--- config.mk ---
export PLATFORM = sky130hd
export DESIGN_NAME = kth_largest_stream_tracker
export DESIGN_NICKNAME = d
export VERILOG_FILES = /design/src/rtl/core/kls_pkg.sv /design/src/rtl/core/kth_largest_stream_tracker.sv /design/src/rtl/core/kls_cell.sv
export SDC_FILE = /design/constraint.sdc
export NUM_CORES = 2
export LEC_CHECK = 0
export BUFFER_PORTS_ARGS = -buffer_cell sky130_fd_sc_hd__buf_4
export CORE_ASPECT_RATIO = 1.4
export CORE_MARGIN = 10
export CORE_UTILIZATION = 28
export DETAILED_ROUTE_END_ITERATION = 7
export PLACE_DENSITY = 0.54
export SYNTH_ARGS = -nofsm -noshare
export SYNTH_HDL_FRONTEND = slang
export SYNTH_HIERARCHICAL = 1
export SYNTH_SLANG_ARGS = --single-unit
--- constraint.sdc ---
create_clock -name clock -period 4.9 [get_ports clock]
set_input_delay 0 -clock clock [delete_from_list [all_inputs] [get_ports clock]]
set_output_delay 0 -clock clock [all_outputs]
set_load 0.01 [all_outputs]
--- src/rtl/core/kls_pkg.sv ---
`timescale 1ns / 1ps
`default_nettype none
// ----------------------------------------------------------------------------
// kls_pkg: shared types and constants of the kth largest stream tracker
// Holds the configuration register layout and the per-cell control bundle.
// ----------------------------------------------------------------------------
package kls_pkg;

   // Width of the rank register as seen by software.
   localparam int K_COUNT_WIDTH = 7;

   // Configuration register file layout.
   localparam int CSR_ADDR_WIDTH = 3;
   localparam int CSR_DATA_WIDTH = 32;
   localparam logic [CSR_ADDR_WIDTH-1:0] CSR_ADDR_K_COUNT = 3'd0;

   // Rank after reset.
   localparam logic [K_COUNT_WIDTH-1:0] K_COUNT_RESET = 7'd1;

   // Control handed from the top level to every cell.
   typedef struct packed {
      logic load;   // an item is being inserted this cycle
      logic live;   // the cell currently holds a kept value
   } cell_ctrl_type;

endpackage
`default_nettype wire

--- src/rtl/core/kth_largest_stream_tracker.sv ---
`timescale 1ns / 1ps
`default_nettype none
// ----------------------------------------------------------------------------
// kth_largest_stream_tracker: keeps the k largest values of a stream
// A chain of MAX_K cells holds the kept values in descending order.
// ----------------------------------------------------------------------------
// Usage:
//   Raise start with a value on req_new_value; the item is taken at the
//   rising edge where start is high and busy is low. busy stays low, so
//   one item is taken in every cycle.
//   Every item gives one result in the next cycle: rsp_strobe is high for one
//   cycle with rsp_kth_value (smallest kept value) and rsp_full_res (k values
//   held). The receiver cannot stall the block; results must be taken as
//   they appear.
//   The insertion compares the item against every cell in parallel and the
//   chain shifts in the same cycle; the result is selected from the cells'
//   next values at the new fill count.
//   The rank k is written over the APB port at byte address 0 while idle.
//   A rank of 0 acts as 1, one above MAX_K acts as MAX_K.
//   Reset empties the store (fill count zero) and sets the rank to 1; the
//   cell contents are not cleared and need no clearing pass.
// ----------------------------------------------------------------------------
module kth_largest_stream_tracker #(
   parameter int MAX_K       = 64,
   parameter int VALUE_WIDTH = 16
) (
   input  wire                                     clock,
   input  wire                                     reset,
   // Item input
   input  wire                                     start,
   output logic                                    busy,
   input  wire signed [VALUE_WIDTH-1:0]            req_new_value,
   // Result output
   output logic                                    rsp_strobe,
   output logic signed [VALUE_WIDTH-1:0]           rsp_kth_value,
   output logic                                    rsp_full_res,
   // Configuration port
   input  wire                                     psel,
   input  wire                                     penable,
   input  wire                                     pwrite,
   input  wire [kls_pkg::CSR_ADDR_WIDTH-1:0]       paddr,
   input  wire [kls_pkg::CSR_DATA_WIDTH-1:0]       pwdata,
   output logic [kls_pkg::CSR_DATA_WIDTH-1:0]      prdata,
   output logic                                    pready
);
   import kls_pkg::*;

   // Count range 0..MAX_K+1 and a common width for rank comparisons.
   localparam int CNT_W = $clog2(MAX_K + 2);
   localparam int EW    = (CNT_W > K_COUNT_WIDTH) ? CNT_W : K_COUNT_WIDTH;

   logic [K_COUNT_WIDTH-1:0]      k_count_ff;
   logic [CNT_W-1:0]              count_ff;
   logic [CNT_W-1:0]              count_in;
   logic                          rsp_strobe_ff;
   logic signed [VALUE_WIDTH-1:0] rsp_kth_value_ff;
   logic signed [VALUE_WIDTH-1:0] rsp_kth_value_in;
   logic                          rsp_full_res_ff;
   logic                          accept;
   logic                          csr_write;
   logic                          csr_hit_k;
   logic [EW-1:0]                 k_wide;
   logic [EW-1:0]                 k_eff_wide;
   logic [CNT_W-1:0]              k_eff;
   logic [CNT_W-1:0]              count_inc;
   logic [CNT_W-1:0]              kth_index;

   logic                          link_ge    [0:MAX_K];
   logic signed [VALUE_WIDTH-1:0] link_value [0:MAX_K];
   logic signed [VALUE_WIDTH-1:0] cell_next  [0:MAX_K-1];
   cell_ctrl_type                 cell_ctrl  [0:MAX_K-1];

   assign busy   = 1'b0;
   assign pready = 1'b1;
   assign accept = start && !busy;

   // Configuration register write and read back.
   assign csr_write = psel && penable && pwrite && pready;
   assign csr_hit_k = (paddr[CSR_ADDR_WIDTH-1:2] == CSR_ADDR_K_COUNT[CSR_ADDR_WIDTH-1:2]);

   always_ff @(posedge clock) begin
      if (reset) begin
         k_count_ff <= K_COUNT_RESET;
      end else if (csr_write && csr_hit_k) begin
         k_count_ff <= pwdata[K_COUNT_WIDTH-1:0];
      end
   end

   always_comb begin
      prdata = '0;
      if (csr_hit_k) begin
         prdata[K_COUNT_WIDTH-1:0] = k_count_ff;
      end
   end

   // Effective rank: zero acts as one, anything above MAX_K as MAX_K.
   assign k_wide = EW'(k_count_ff);

   always_comb begin
      priority if (k_wide == '0) begin
         k_eff_wide = EW'(1);
      end else if (k_wide > EW'(MAX_K)) begin
         k_eff_wide = EW'(MAX_K);
      end else begin
         k_eff_wide = k_wide;
      end
   end

   assign k_eff = k_eff_wide[CNT_W-1:0];

   // New fill count: one more, trimmed to the rank.
   assign count_inc = count_ff + CNT_W'(1);
   assign count_in  = (count_inc > k_eff) ? k_eff : count_inc;
   assign kth_index = count_in - CNT_W'(1);

   // Head of the chain: anything above the first cell is not below the item.
   assign link_ge[0]    = 1'b1;
   assign link_value[0] = req_new_value;

   // Chain of cells, largest value in cell zero.
   for (genvar gi = 0; gi < MAX_K; gi++) begin : g_cell
      assign cell_ctrl[gi].load = accept;
      assign cell_ctrl[gi].live = (CNT_W'(gi) < count_ff);

      kls_cell #(
         .VALUE_WIDTH(VALUE_WIDTH)
      ) u_cell (
         .clock      (clock),
         .ctrl       (cell_ctrl[gi]),
         .new_value  (req_new_value),
         .prev_ge    (link_ge[gi]),
         .prev_value (link_value[gi]),
         .this_ge    (link_ge[gi+1]),
         .this_value (link_value[gi+1]),
         .next_value (cell_next[gi])
      );
   end

   // Smallest kept value sits in the last live cell after the insertion.
   always_comb begin
      rsp_kth_value_in = '0;
      for (int i = 0; i < MAX_K; i++) begin
         if (kth_index == CNT_W'(i)) begin
            rsp_kth_value_in = rsp_kth_value_in | cell_next[i];
         end
      end
   end

   // Fill count and result strobe.
   always_ff @(posedge clock) begin
      if (reset) begin
         count_ff      <= '0;
         rsp_strobe_ff <= 1'b0;
      end else begin
         rsp_strobe_ff <= accept;
         if (accept) begin
            count_ff <= count_in;
         end
      end
   end

   // Result payload.
   always_ff @(posedge clock) begin
      if (accept) begin
         rsp_kth_value_ff <= rsp_kth_value_in;
         rsp_full_res_ff  <= (count_in == k_eff);
      end
   end

   assign rsp_strobe    = rsp_strobe_ff;
   assign rsp_kth_value = rsp_kth_value_ff;
   assign rsp_full_res  = rsp_full_res_ff;

endmodule
`default_nettype wire

--- src/rtl/core/kls_cell.sv ---
`timescale 1ns / 1ps
`default_nettype none
// ----------------------------------------------------------------------------
// kls_cell: one slot of the descending sorted chain
// Compares its value against the incoming item and keeps it, takes the
// item, or takes its upper neighbor's value as the chain shifts down.
// ----------------------------------------------------------------------------
module kls_cell #(
   parameter int VALUE_WIDTH = 16
) (
   input  wire                          clock,
   input  kls_pkg::cell_ctrl_type       ctrl,
   input  wire signed [VALUE_WIDTH-1:0] new_value,
   input  wire                          prev_ge,
   input  wire signed [VALUE_WIDTH-1:0] prev_value,
   output logic                         this_ge,
   output logic signed [VALUE_WIDTH-1:0] this_value,
   output logic signed [VALUE_WIDTH-1:0] next_value
);
   import kls_pkg::*;

   logic signed [VALUE_WIDTH-1:0] value_ff;
   logic signed [VALUE_WIDTH-1:0] value_in;

   // A live value not below the item stays above the insertion point.
   assign this_ge    = ctrl.live && (value_ff >= new_value);
   assign this_value = value_ff;

   // Keep, take the item at the insertion point, or shift down from above.
   always_comb begin
      if (this_ge) begin
         value_in = value_ff;
      end else if (prev_ge) begin
         value_in = new_value;
      end else begin
         value_in = prev_value;
      end
   end

   assign next_value = value_in;

   always_ff @(posedge clock) begin
      if (ctrl.load) begin
         value_ff <= value_in;
      end
   end

endmodule
`default_nettype wire

==> results.toml <==
[placed_design]
place.gp.congestion = 1.115
portBuffers = 54
place_ws_ns = -1.516
dp_hpwl_um = 495700

[floorplan]
fp.dieW_um = 513.1
die_y_um = 710.4
initial_core_util = 0.2811
core_area_um2 = 339000
row_count = 253
dieArea_um2 = 364500
io_pins = 109

[clocking]
cts_buffer_depth = 4
cts_sinks = 1056
insertion_delay_ns = 0.92
clkTransAtPathRegs_ns = 0.07
htree_levels = 4
cts_tree = "yes"
root_buffer = "clkbuf_16"
cts_buffers = 144

[timing]
final.min_clock_period_ns = 5.316
setup_violations = 15
worst_clock_skew_ns = 0.05246
rsz0062_at_grt = "true"
worst_pin_slew_ns = 1.470
fin_crit_sh = 1.085
slew_violations = 0
slew_headroom = 0.02028
tns_ns = -2.469
fmax_mhz = 188.1
setup_ws_ns = -0.4159
hold_viol_final = 0

[power]
p_sw_mw = 23.88
clock_power_share = 0.194
combPwrFrac = 0.547
leakagePower_nw = 59.02
p_seq_frac = 0.260
vdd_drop_max_mv = 0.2960
swShare = 0.4249
p_per_area_nw_per_um2 = 423.5
internal_power_mw = 32.32

[global_route]
grt_pass1_vias = 90577
antenna_found_initial = 71
grt_pass1_wl_um = 806800
gr-total-overflow = 0
track_usage = 0.3210
grt_max_degree = 143

[worst_setup_path]
cp_data_required_time_ns = 5.56
crit_fanout = 8
arrival_ns = 5.98
critPathLaunchType = "register"
r2r-start = "g_cell[30].u_cell/this_value[15]"
startpoint = "g_cell[30].u_cell/this_value[15]"
path_class = "reg2reg"
end_kind = "register"

[yosys]
synth_area_um2 = 95320
synth_cells = 8571
synth_warnings = 6
avgSynthCellArea_um2 = 11.12

[min_path]
hold_start = "req_new_value[12]"
hold_class = "in2reg"

[routing]
m1WireLength_um = 215500
num_vias = 91064
via_per_inst = 5.686
drt-total-wl_um = 615200
top_layer = "met5"
route.met3.wl_um = 40030
ant_nets = 0
route.detailed.drc = 22
drt_iter0_markers = 9354
first_pass_iters = 8
met2_length_um = 278200
avgRoutedWirePerCell_um = 38.41

[layout]
area_delta_synth_final_pct = 39.21
utilization = 0.3914
multi_input_comb_area_um2 = 60770
drive_above_1_share = 0.4974
fillers = 32813
register_area_um2 = 31570
nNetsFinal = 12488

[job]
maxCapViolCount = 0

[outcome]
status = "finished, violations left"
violations = "DRC, setup timing"
## state kept, by name, indices dropped and copies added, names as in the netlist
register                  count
g_cell.u_cell/this_value   1024
rsp_strobe                    1
rsp_kth_value                16
count_ff                      7
rsp_full_res                  1
k_count_ff                    7
## critical path, stage by stage, from the launching register on
cell and delay (ns):
edfxtp_1 0.48, ha_4 0.28, nand4_1 0.14, buf_4 0.15
nor2_1 0.04, a221o_1 0.36, o31a_1 0.29, o31ai_4 0.26
inv_2 0.06, buf_4 0.12, buf_4 0.12, buf_4 0.12
buf_4 0.16, mux2_2 0.28, mux2_4 0.36, a222oi_1 0.59
buf_4 0.22, a21boi_4 0.20, nand4_1 0.38, or3_1 0.48
## metal layers
metal	vias up	GRT usage
met5	-	0
met4	20	0.3352
met3	1980	0.06403
met2	4740	0.5216
met1	45739	0.3376
li1	38585	-
## layout make-up
cell class,instances,area share
Clock buffer,171,0.02808
Inverter,1110,0.03152
Sequential cell,1056,0.2379
Multi-Input combinational cell,6046,0.4580
Clock inverter,76,0.005026
Tap cell,4462,0.04207
Antenna cell,54,0.001018
Timing Repair Buffer,3041,0.1963
## path summary, 6_finish.rpt
check                                      to  slack (ns)  depth (start not counted)
max                         rsp_kth_value[12]       -0.42                         19
min          g_cell[35].u_cell/this_value[12]      0.0002                          4
max reg2reg                 rsp_kth_value[12]       -0.42                         19
min reg2reg  g_cell[63].u_cell/this_value[10]        0.64                          1
## through the flow
stage	cells	power [mW]	hold slack (ns)	instance area (um^2)
after CTS	15764	54.17	0.007904	128500
after detailed placement	15352	42.40	0.2514	121200
after global routing	15972	57.25	0.02299	132600
final	16016	56.20	0.0001800	132700
after floorplan	8597	26.45	0.04292	95460
after global placement	15352	42.27	0.2512	121200
## cells in the final DEF, fill, tap and decap left out, types with 26 or more instances in the layout
master / n
a222oi_1: 108
buf_4: 2661
a221o_1: 72
a32oi_1: 33
conb_1: 28
nand4_1: 300
o21ai_0: 98
o31a_1: 64
buf_12: 192
o31ai_4: 65
ha_4: 97
inv_1: 1066
edfxtp_1: 1041
or3_1: 65
nor2_1: 162
buf_6: 104
nand2_1: 250
a21oi_2: 137
nand3_1: 166
nor2b_1: 77
a21o_1: 68
nor4_1: 97
mux2i_1: 143
ha_1: 935
nor4_2: 34
dlygate4sd3_1: 52
o211ai_1: 76
a22o_1: 42
diode_2: 54
mux2_2: 1382
a22oi_1: 130
mux2_4: 543
clkinv_1: 28
inv_2: 37
clkbuf_1: 26
a21oi_1: 400
clkbuf_16: 146
## power groups by stage
stage	Sequential [mW]	Clock [mW]	Combinational, mW
after floorplan	13.7	0	12.8
after global placement	14.6	0	27.6
after detailed placement	14.6	0	27.8
after CTS	14.5	11.0	28.7
after global routing	14.7	11.2	31.3
final	14.6	10.9	30.7
## what timing repair did
action	CTS	global route
hold buffers	54	2
gates resized for setup	312	476
buffers inserted	123	211
setup endpoints to repair	16	16
hold endpoints to repair	163	1
gates cloned	2	1
pin swaps	126	262
Note: power is estimated with default switching activity, not from simulation.
